### config.mk
export PLATFORM = sky130hd
export DESIGN_NAME = sacc_ram
export DESIGN_NICKNAME = d
export VERILOG_FILES = /design/src/rtl/sacc_ram.sv
export SDC_FILE = /design/constraint.sdc
export NUM_CORES = 1
export LEC_CHECK = 0
export BUFFER_PORTS_ARGS = -buffer_cell sky130_fd_sc_hd__buf_2
export CORE_MARGIN = 2
export CORE_UTILIZATION = 56
export DETAILED_ROUTE_END_ITERATION = 6
export PLACE_DENSITY_LB_ADDON = 0.2
export SLEW_MARGIN = 10
export SYNTH_ARGS = -nofsm -noshare
export SYNTH_HDL_FRONTEND = slang
export SYNTH_SLANG_ARGS = --single-unit
### constraint.sdc
create_clock -name clk -period 2.1 [get_ports clk]
set_clock_uncertainty 0.1 [all_clocks]
set_input_delay 0.21 -clock clk [delete_from_list [all_inputs] [get_ports clk]]
set_output_delay 0.21 -clock clk [all_outputs]
set_load 0.01 [all_outputs]
### src/rtl/sacc_ram.sv
module sacc_ram #(
  parameter int WIDTH = 8,
  parameter int DEPTH = 64
) (
  input  logic                                  clk,
  input  logic                                  we,
  input  logic [(DEPTH > 1 ? $clog2(DEPTH) : 1)-1:0] waddr,
  input  logic [WIDTH-1:0]                      wdata,
  input  logic                                  re,
  input  logic [(DEPTH > 1 ? $clog2(DEPTH) : 1)-1:0] raddr,
  output logic [WIDTH-1:0]                      rdata
);

  logic [WIDTH-1:0] mem_r [DEPTH];
  logic [WIDTH-1:0] rdata_r;

  always_ff @(posedge clk) begin
    if (we) begin
      mem_r[waddr] <= wdata;
    end
    if (re) begin
      rdata_r <= mem_r[raddr];
    end
  end

  assign rdata = rdata_r;

endmodule

==> results.md <==
- Worst slew pin tran: 0.7173 ns
- Mapped Area: 0.02025 mm^2
- Post-synth EDFFs: 520
- Router iterations before antenna repair: 4
- CTS tree: yes
- Delay of the slowest critical-path stage: 0.49 ns
- Power Dens Cells: 889.7 mW/mm^2
- Layout net count: 1163
- Synth-to-layout area growth: 17.33%
- Initial Util: 56.92%
- Gp weighted congestion: 0.8199
- HPWL after detailed placement: 28.66 mm
- Syn Inst Count: 940
- Combinational share of power: 5.8%
- Asr flop ratio synth: 0%
- Initial antenna violation count: 3
- Routed Antenna Nets: 0
- Grt ovf: 0
- Design area: 0.02376 mm^2
- Root Driver: clkbuf_16
- H-tree levels: 2
- Synth Net Count: 963
- Tcrit/Tclk final: 99.82%
- Number of synthesized register bits: 520
- VDD IR-drop max: 1008 uV
- # clock sinks: 520
- WS Path Type: reg -> reg
- Leak pwr: 7.787 nW
- Sequential Power Share: 54.6%
- Cell area after placement: 0.02216 mm^2
- Minimum clock period: 2.096 ns
- Slew Limit Fails: 0
- Fraction of layout cells with a size suffix above 1: 34.86%
- Largest net degree at the start of global routing: 65
- MaxCap Viol Count: 0
- Syn. warnings: 0
- Vias in the first global route: 10.19k
- Drt total wl: 44.31 mm
- Required time of the critical path: 2.30 ns
- Clock Path Buffers: 3
- Drt first-iter violations: 1155
- Top cell types by occurrence after synthesis: edfxtp_1 (520), mux4_2 (126), nor2_1 (83), mux2i_1 (23), nand2_1 (19)
- Slowest cell on the critical path: mux4_2
- Synth top area cells: edfxtp_1 (77%), mux4_2 (14%), nor2_1 (1.5%)
- GRT Total Usage: 24.29%
- Height of the die: 194.1 um
- DR vias: 10.05k
- Syn Area/Cell: 21.54 um^2
- Crit path max-delay family: multiplexers
- Clock share of power: 39.6%
- Endpoints failing setup: 0
- F_max: 477.0 MHz
- Min-delay src: wdata[4]
- Port Buffer Count: 30
- Worst-path clk slew: 0.06 ns
- Crit end category: flip-flop
- Top-count cell post-synth: edfxtp_1
- Max_slew headroom: 52.18%
- First-pass GRT wire length: 66.26 mm
- Setup bufs post-CTS: 0
- Setup TNS: 0 ns
- Residual DRC: 0
- Crit-path cells: mux4_2, mux2_4, o221a_4, nor3_4, o32ai_2
- Area share of the leading cell type in the synthesized netlist: 77.12%
- CP Max Fanout: 1
- Hold Fails Final Rpt: 0
- Netlist cell types: 39
- Min-Delay Path Class: in -> reg
- Crit start category: flip-flop
- Switch share: 20.73%
- Num CTS Buffers: 51
- Row count: 69
- Die Wd: 194.1 um
- FF-to-FF Start: mem_r[28][4]
- Finished Layout Cells: 1639
- Tot Pwr: 21.14 mW
- DR WL/cell: 27.03 um
- Via-per-instance ratio: 6.132
- CP startpoint: mem_r[28][4]
- Top_reg_cell synth: edfxtp_1
- Outcome: finished, final reports clean
- I/O pin count: 31
- Net switching power: 4.382 mW
- Die ar.: 0.03769 mm^2
- Worst skew pair latency: 0.58 ns
- Core footprint: 0.03557 mm^2
- Seq/Total Area, Yosys: 77.12%
- Data arrival, critical path: 2.30 ns
- Post-synth top area cell: edfxtp_1
- Unrepaired setup endpoints after global routing: true
- Int Pwr: 16.75 mW
- Crit path buffers/inverters: 0
- Placed Cells: 1546
-- flip-flops by register name, summed over array words and instances (netlist names) --
name   cells
mem_r    512
rdata      8
-- cell type report --
class	count	area (um^2)
Sequential cell	520	15620
Fill cell	2310	11810
Multi-Input combinational cell	369	4374
Timing Repair Buffer	198	1668
Clock buffer	64	1368
Tap cell	461	576.8
Clock inverter	25	148.9
Antenna cell	2	5.005
-- logic make-up after synthesis --
family	after synthesis	share of synthesized area (%)
AOI/OAI and AO/OA	54	2.064
buffers and inverters	51	1.563
and+or+nand+nor	153	3.374
muxes	162	15.88
DFF	520	77.12
-- power groups by stage --
| stage | sequential [mW] | clock [mW] | combinational (mW) |
|---|---|---|---|
| detailed placement | 11.8 | 0 | 1.21 |
| floorplan | 11.8 | 0 | 0.613 |
| global route | 11.5 | 8.91 | 1.30 |
| global placement | 11.8 | 0 | 1.19 |
| finish | 11.5 | 8.37 | 1.22 |
| CTS | 11.5 | 8.50 | 1.22 |
-- cells in the final DEF (no fill, tap or decap), drive strengths merged, types with 14 or more instances in the layout --
master / Yosys / layout
buf: 34 / 195
clkbuf: 17 / 65
clkinv: 0 / 20
edfxtp: 520 / 520
mux2i: 23 / 23
mux4: 126 / 126
nand2: 19 / 19
nor2: 83 / 83
nor2b: 14 / 14
-- per-layer routing --
layer	vias to the layer above	GRT usage, %	wire length [um]	share of wire, %
met2	383	36.62	20710	47
met5	-	0	20	0.045
met1	5252	36.63	19090	43
li1	4341	-	-	-
met3	72	5.097	3371	7.6
met4	2	6.958	1113	2.5
-- path summary, 6_finish.rpt --
kind | to | slack (ns) | depth (start not counted)
hold / removal | mem_r[4][4] | 0.04 | 1
setup / recovery | rdata[4] | 0.004 | 5
setup reg to reg | rdata[4] | 0.004 | 5
hold reg to reg | rdata[7] | 0.82 | 4
-- timing repair --
item / 4_1_cts / 5_1_grt
resized for setup: 5 / 6
endpoints found under the hold margin: 20 / 0
hold buffers: 2 / 0
pin swaps: 2 / 1
setup endpoints to repair: 2 / 6
-- worst reg2reg max path, stage by stage, from the launching register on --
cell and delay [ns]:
edfxtp_1 0.38, mux4_2 0.49, mux2_4 0.28, o221a_4 0.27, nor3_4 0.17, o32ai_2 0.12
-- stage by stage --
| step | util [%] | hold slack (ns) | setup slack (ns) |
|---|---|---|---|
| after floorplan | - | 0.2089 | 0.01139 |
| after detailed placement | 62.29 | 0.4871 | -0.4195 |
| after global routing | 66.79 | 0.03534 | -0.03807 |
| after CTS | 66.70 | 0.01357 | 0.001581 |
| after global placement | 62.29 | 0.4870 | -0.4154 |
| final | 66.79 | 0.03719 | 0.003689 |
(Power assumes the default switching activity.)
