## config.mk

```make
export PLATFORM = sky130hd
export DESIGN_NAME = sacc_lookup
export DESIGN_NICKNAME = d
export VERILOG_FILES = /design/src/rtl/sacc_pkg.sv /design/src/rtl/sacc_lookup.sv
export SDC_FILE = /design/constraint.sdc
export NUM_CORES = 1
export LEC_CHECK = 0
export BUFFER_PORTS_ARGS = -buffer_cell sky130_fd_sc_hd__buf_2
export CAP_MARGIN = 20
export CORE_AREA = 2 2 179 181
export DETAILED_ROUTE_END_ITERATION = 8
export DIE_AREA = 0 0 181 183
export PLACE_DENSITY = 0.35
export SYNTH_ARGS = -nofsm -noshare
export SYNTH_HDL_FRONTEND = slang
export SYNTH_SLANG_ARGS = --single-unit
```

## constraint.sdc

```tcl
create_clock -name vclk -period 2.5
set_clock_uncertainty 0.2 [all_clocks]
set_input_delay 0.5 -clock vclk [all_inputs]
set_output_delay 0.5 -clock vclk [all_outputs]
set_load 0.05 [all_outputs]
```

## src/rtl/sacc_pkg.sv

```systemverilog
package sacc_pkg;

  localparam int ADDR_BITS  = 32;
  localparam int STAMP_W    = 32;
  localparam int BYTES_W    = 7;
  localparam int WAY_OUT_W  = 3;
  localparam int WAY_IDX_W  = 4;
  localparam int CYC_W      = 9;
  localparam int CFG_IDX_W  = 2;
  localparam int CFG_DATA_W = 8;

  typedef enum logic [CFG_IDX_W-1:0] {
    CFG_WRITE_THROUGH  = 2'd0,
    CFG_WRITE_ALLOCATE = 2'd1,
    CFG_BUS_LATENCY    = 2'd2,
    CFG_HIT_LATENCY    = 2'd3
  } cfg_idx_t;

  typedef enum logic [4:0] {
    S_CLEAR = 5'b00001,
    S_IDLE  = 5'b00010,
    S_LOOK  = 5'b00100,
    S_SCAN  = 5'b01000,
    S_EVICT = 5'b10000
  } state_t;

  typedef struct packed {
    logic                 hit;
    logic [WAY_IDX_W-1:0] hit_way;
    logic                 free_found;
    logic [WAY_IDX_W-1:0] free_way;
  } lookup_t;

  function automatic int flog2(input int v);
    int n;
    int x;
    n = 0;
    x = v;
    while (x > 1) begin
      x = x >> 1;
      n = n + 1;
    end
    return n;
  endfunction

endpackage

```

## src/rtl/sacc_lookup.sv

```systemverilog
module sacc_lookup #(
  parameter int WAYS  = 8,
  parameter int TAG_W = 20
) (
  input  logic [WAYS-1:0][TAG_W+sacc_pkg::STAMP_W+1:0] row,
  input  logic [TAG_W-1:0]                             tag,
  output sacc_pkg::lookup_t                            lk
);

  localparam int IW    = sacc_pkg::WAY_IDX_W;
  localparam int T_LSB = sacc_pkg::STAMP_W;
  localparam int D_BIT = sacc_pkg::STAMP_W + TAG_W;
  localparam int V_BIT = D_BIT + 1;

  // descending scan leaves the lowest matching way in place
  always_comb begin
    lk = '0;
    for (int i = WAYS - 1; i >= 0; i--) begin
      if (row[i][V_BIT] && row[i][D_BIT-1:T_LSB] == tag) begin
        lk.hit     = 1'b1;
        lk.hit_way = IW'(i);
      end
      if (!row[i][V_BIT]) begin
        lk.free_found = 1'b1;
        lk.free_way   = IW'(i);
      end
    end
  end

endmodule

```

==> results by stage <==
Status:
- The flow ran to the end, but the final reports show violations.
- The checks that failed: setup timing.

Timing:
- Hold timing on the final database bottoms out at a slack of between 1 and 1.5 ns.
- Setup repair after global routing could not meet its margin everywhere.
- Derived from the worst setup path, the maximum achievable clock frequency is approximately 330 MHz.
- After layout, the worst path uses 122% of the clock period.
- The final critical path time including I/O delays and setup is 3.05 ns.
- Setup violations remaining at the end of the flow were counted as 4.
- The count of final hold-check violations came to 0.
- The number of pins exceeding their max-slew limit in the final report is 0.
- Summed over all failing endpoints, the final setup total negative slack is -2.08 ns.
- Once routing completed, OpenROAD measured the worst setup slack at -0.546 ns.

Die:
- In this run the horizontal extent of the chip is between 150 and 200 um.
- The area of the placeable core is 31200 um^2.
- The floorplan die height is 183 um.
- The initial core utilization is 6.72%.
- The die covers approximately 33000 um^2.
- The number of primary I/O pins is 462.
- The floorplan has 65 rows.

Worst setup path:
- The delay of the slowest critical-path stage is approximately 0.4 ns.
- The arrival time at the worst endpoint is roughly 2.4 ns.
- The type of the worst setup path is input pin to output pin.
- The highest net fanout along the worst path is 5.
- The signal on the critical path passes through buf_12 > buf_8 > xnor2_2 > nand4_1 > nor4_4 > buf_4 > nand4_1 > o21ai_2 > a21boi_4 > o22ai_4 > buf_12.
- For the worst setup path, the data required time is 1.80 ns.
- The slowest stage of the critical path is the sky130_fd_sc_hd__nor4_4 cell.
- The count of cell instances traversed by the critical path is 11.
- The cell family contributing the most delay on the critical path is simple AND/OR/NAND/NOR gates.
- The startpoint kind of the worst setup timing path is an input pin.
- The kind of capture point of the worst setup path is an output pin.
- The critical path buffer and inverter count is 4.

Pwr:
- Registers are responsible for 0% of the overall power.
- VDD sags by at most 77.7 uV.
- Combinational logic is responsible for 100.0% of the overall power.
- The internal cell power is 0.424 mW.
- The analysis attributes to cell leakage a power of 2.06 nW.
- Dividing total power by cell area gives a power density of 165 nW/um^2.
- The share of total power in the clock network is 0%.
- Of the total power, the share spent switching nets is 46.0%.
- Total power for the finished layout comes to 0.784 mW.
- The net switching power is 0.361 mW.

Global route:
- The via count of the first global-routing pass came to between 3000 and 4000.
- The first-pass GRT wire length is 22300 um.
- The global-route total usage across every layer is 9.64%.
- The total global routing overflow is 0.
- The initial antenna violation count was 2.
- The maximum number of pins on one net before global-route repair is 8.

Detailed routing:
- In the routed layout, each cell is associated on average with a via count of 3.07.
- The overall routed net length is 16500 um.
- In this run, the number of DRC markers left after iteration 0 of detailed routing was 72.
- Dividing the detail-routed wire length by the instance count gives 17.9 um.
- The first TritonRoute pass finished after 4 iterations.
- The count of antenna-violating nets left after detailed routing is 0.
- In the routed design, unresolved DRC markers number 0.
- The total vias in the final route is roughly 2800.

Cells and area:
- The library cell used most frequently in the layout, excluding fill and tap cells, is sky130_fd_sc_hd__buf_2.
- The final design area excluding fillers is 4750 um^2.
- The number of sequential storage elements is 0.
- In the finished layout, the clock tree contains a buffer count of 0.
- In the layout the commonest cells are sky130_fd_sc_hd__buf_2, sky130_fd_sc_hd__xnor2_1, sky130_fd_sc_hd__buf_4.
- The register cell area after layout is 0 um^2.
- The post-route netlist has 61.6% of its cells at a drive strength greater than 1.
- The count of placed standard cells in the final layout, fillers left out is 924.
- The utilization after layout is 15.2%.
- The number of nets in the layout is between 900 and 1000.
- Relative to the synthesized area, the layout overhead comes to 126%.

CTS:
- The number of hold-repair buffers added at the cts stage is 0.

Hold path:
- The worst hold path terminates at lk[1].
- Counting instances, the worst hold path has a depth of 3.
- The startpoint of the worst hold path is row[161].
- The path type of the worst min-delay path is input pin to output pin.

Placed design:
- During placement, the flow inserted port buffers numbering between 150 and 200.
- The congestion estimate from routability-driven global placement came to slightly below 0.8.
- The setup slack at placement is -1.23 ns.
- The detailed placement HPWL is 15400 um.
- In this run the cell area measured after placement is around 4200 um^2.
- The cell total after placement is 917.

Synth:
- For this run, the register share of the synthesized area comes to 0%.
- During synthesis, Yosys emitted a total of 0 warnings.
- After synthesis, the largest area contributor takes up 52.6% of total cell area.
- Of all cell types, the one taking the most synthesized area is sky130_fd_sc_hd__xnor2_1.
- Synthesis produced 269 cells.
- The synthesized netlist occupies a cell area of 2100 um^2.
- In the post-synthesis netlist, the biggest area contributors are sky130_fd_sc_hd__xnor2_1, sky130_fd_sc_hd__xor2_1, sky130_fd_sc_hd__nand4_1.
- The number of different library cells in the post-synthesis netlist is 25.
- A synthesized cell averages around 7.8 um^2.

Job:
- The tool flagged a number of max-cap violations equal to 0.
-- worst max path at each step --
stage,start,to,slack [ns]
detailed placement,tag[8],lk[7],-1.23
global route,tag[6],lk[7],-0.69
CTS,tag[18],lk[5],-0.58
global placement,tag[8],lk[7],-1.24
finish,tag[4],lk[5],-0.55
floorplan,tag[7],lk[6],-0.10
-- Yosys cell counts, drive strengths merged --
cell type and count:
a21boi 2, a21oi 1, a31oi 2, a41oi 1, and4 1, buf 22
conb 1, inv 3, nand2 9, nand3 11, nand4 34, nor2b 1
nor4 16, o21ai 3, o22ai 1, or2 1, or3 1, xnor2 127
xor2 32
-- metal layers --
| metal | GRT usage, % | part of all wire [%] | vias up |
|---|---|---|---|
| li1 | - | - | 1419 |
| met1 | 12.3 | 44 | 1278 |
| met2 | 18.0 | 50 | 138 |
| met3 | 1.35 | 5.5 | 2 |
| met4 | 0.358 | 0.42 | 0 |
| met5 | 0 | 0 | - |
-- cells by family (layout without fill, tap and decap cells) --
family / Yosys count / in the layout / synth area share [%]
AOI/OAI and AO/OA: 10 / 10 / 2.98
xor gates and xnor gates: 159 / 159 / 66.7
buffers and inverters: 25 / 276 / 9.12
other: 1 / 3 / 0.179
and+or+nand+nor: 74 / 74 / 21.0
-- power groups by stage --
stage	Combinational, mW	Clock, mW	Sequential, mW
after floorplan	0.344	0	0
after global placement	0.720	0	0
after detailed placement	0.717	0	0
after CTS	0.798	0	0
after global routing	0.845	0	0
final	0.784	0.0000000535	0
-- timing repair --
action / CTS / global route
gates cloned: 0 / 0
endpoints found under the setup margin: 4 / 4
resized for setup: 82 / 5
setup buffers: 6 / 0
pin swaps: 33 / 6
-- final cells by class --
type                       instances  area [um^2]
multi-input combinational        245         2300
inverter                           3         11.3
timing repair buffer             273         1930
tap                              402          503
fill                            3635        26500
antenna                            1         2.50
No activity file was read; power rests on OpenSTA's default activity.
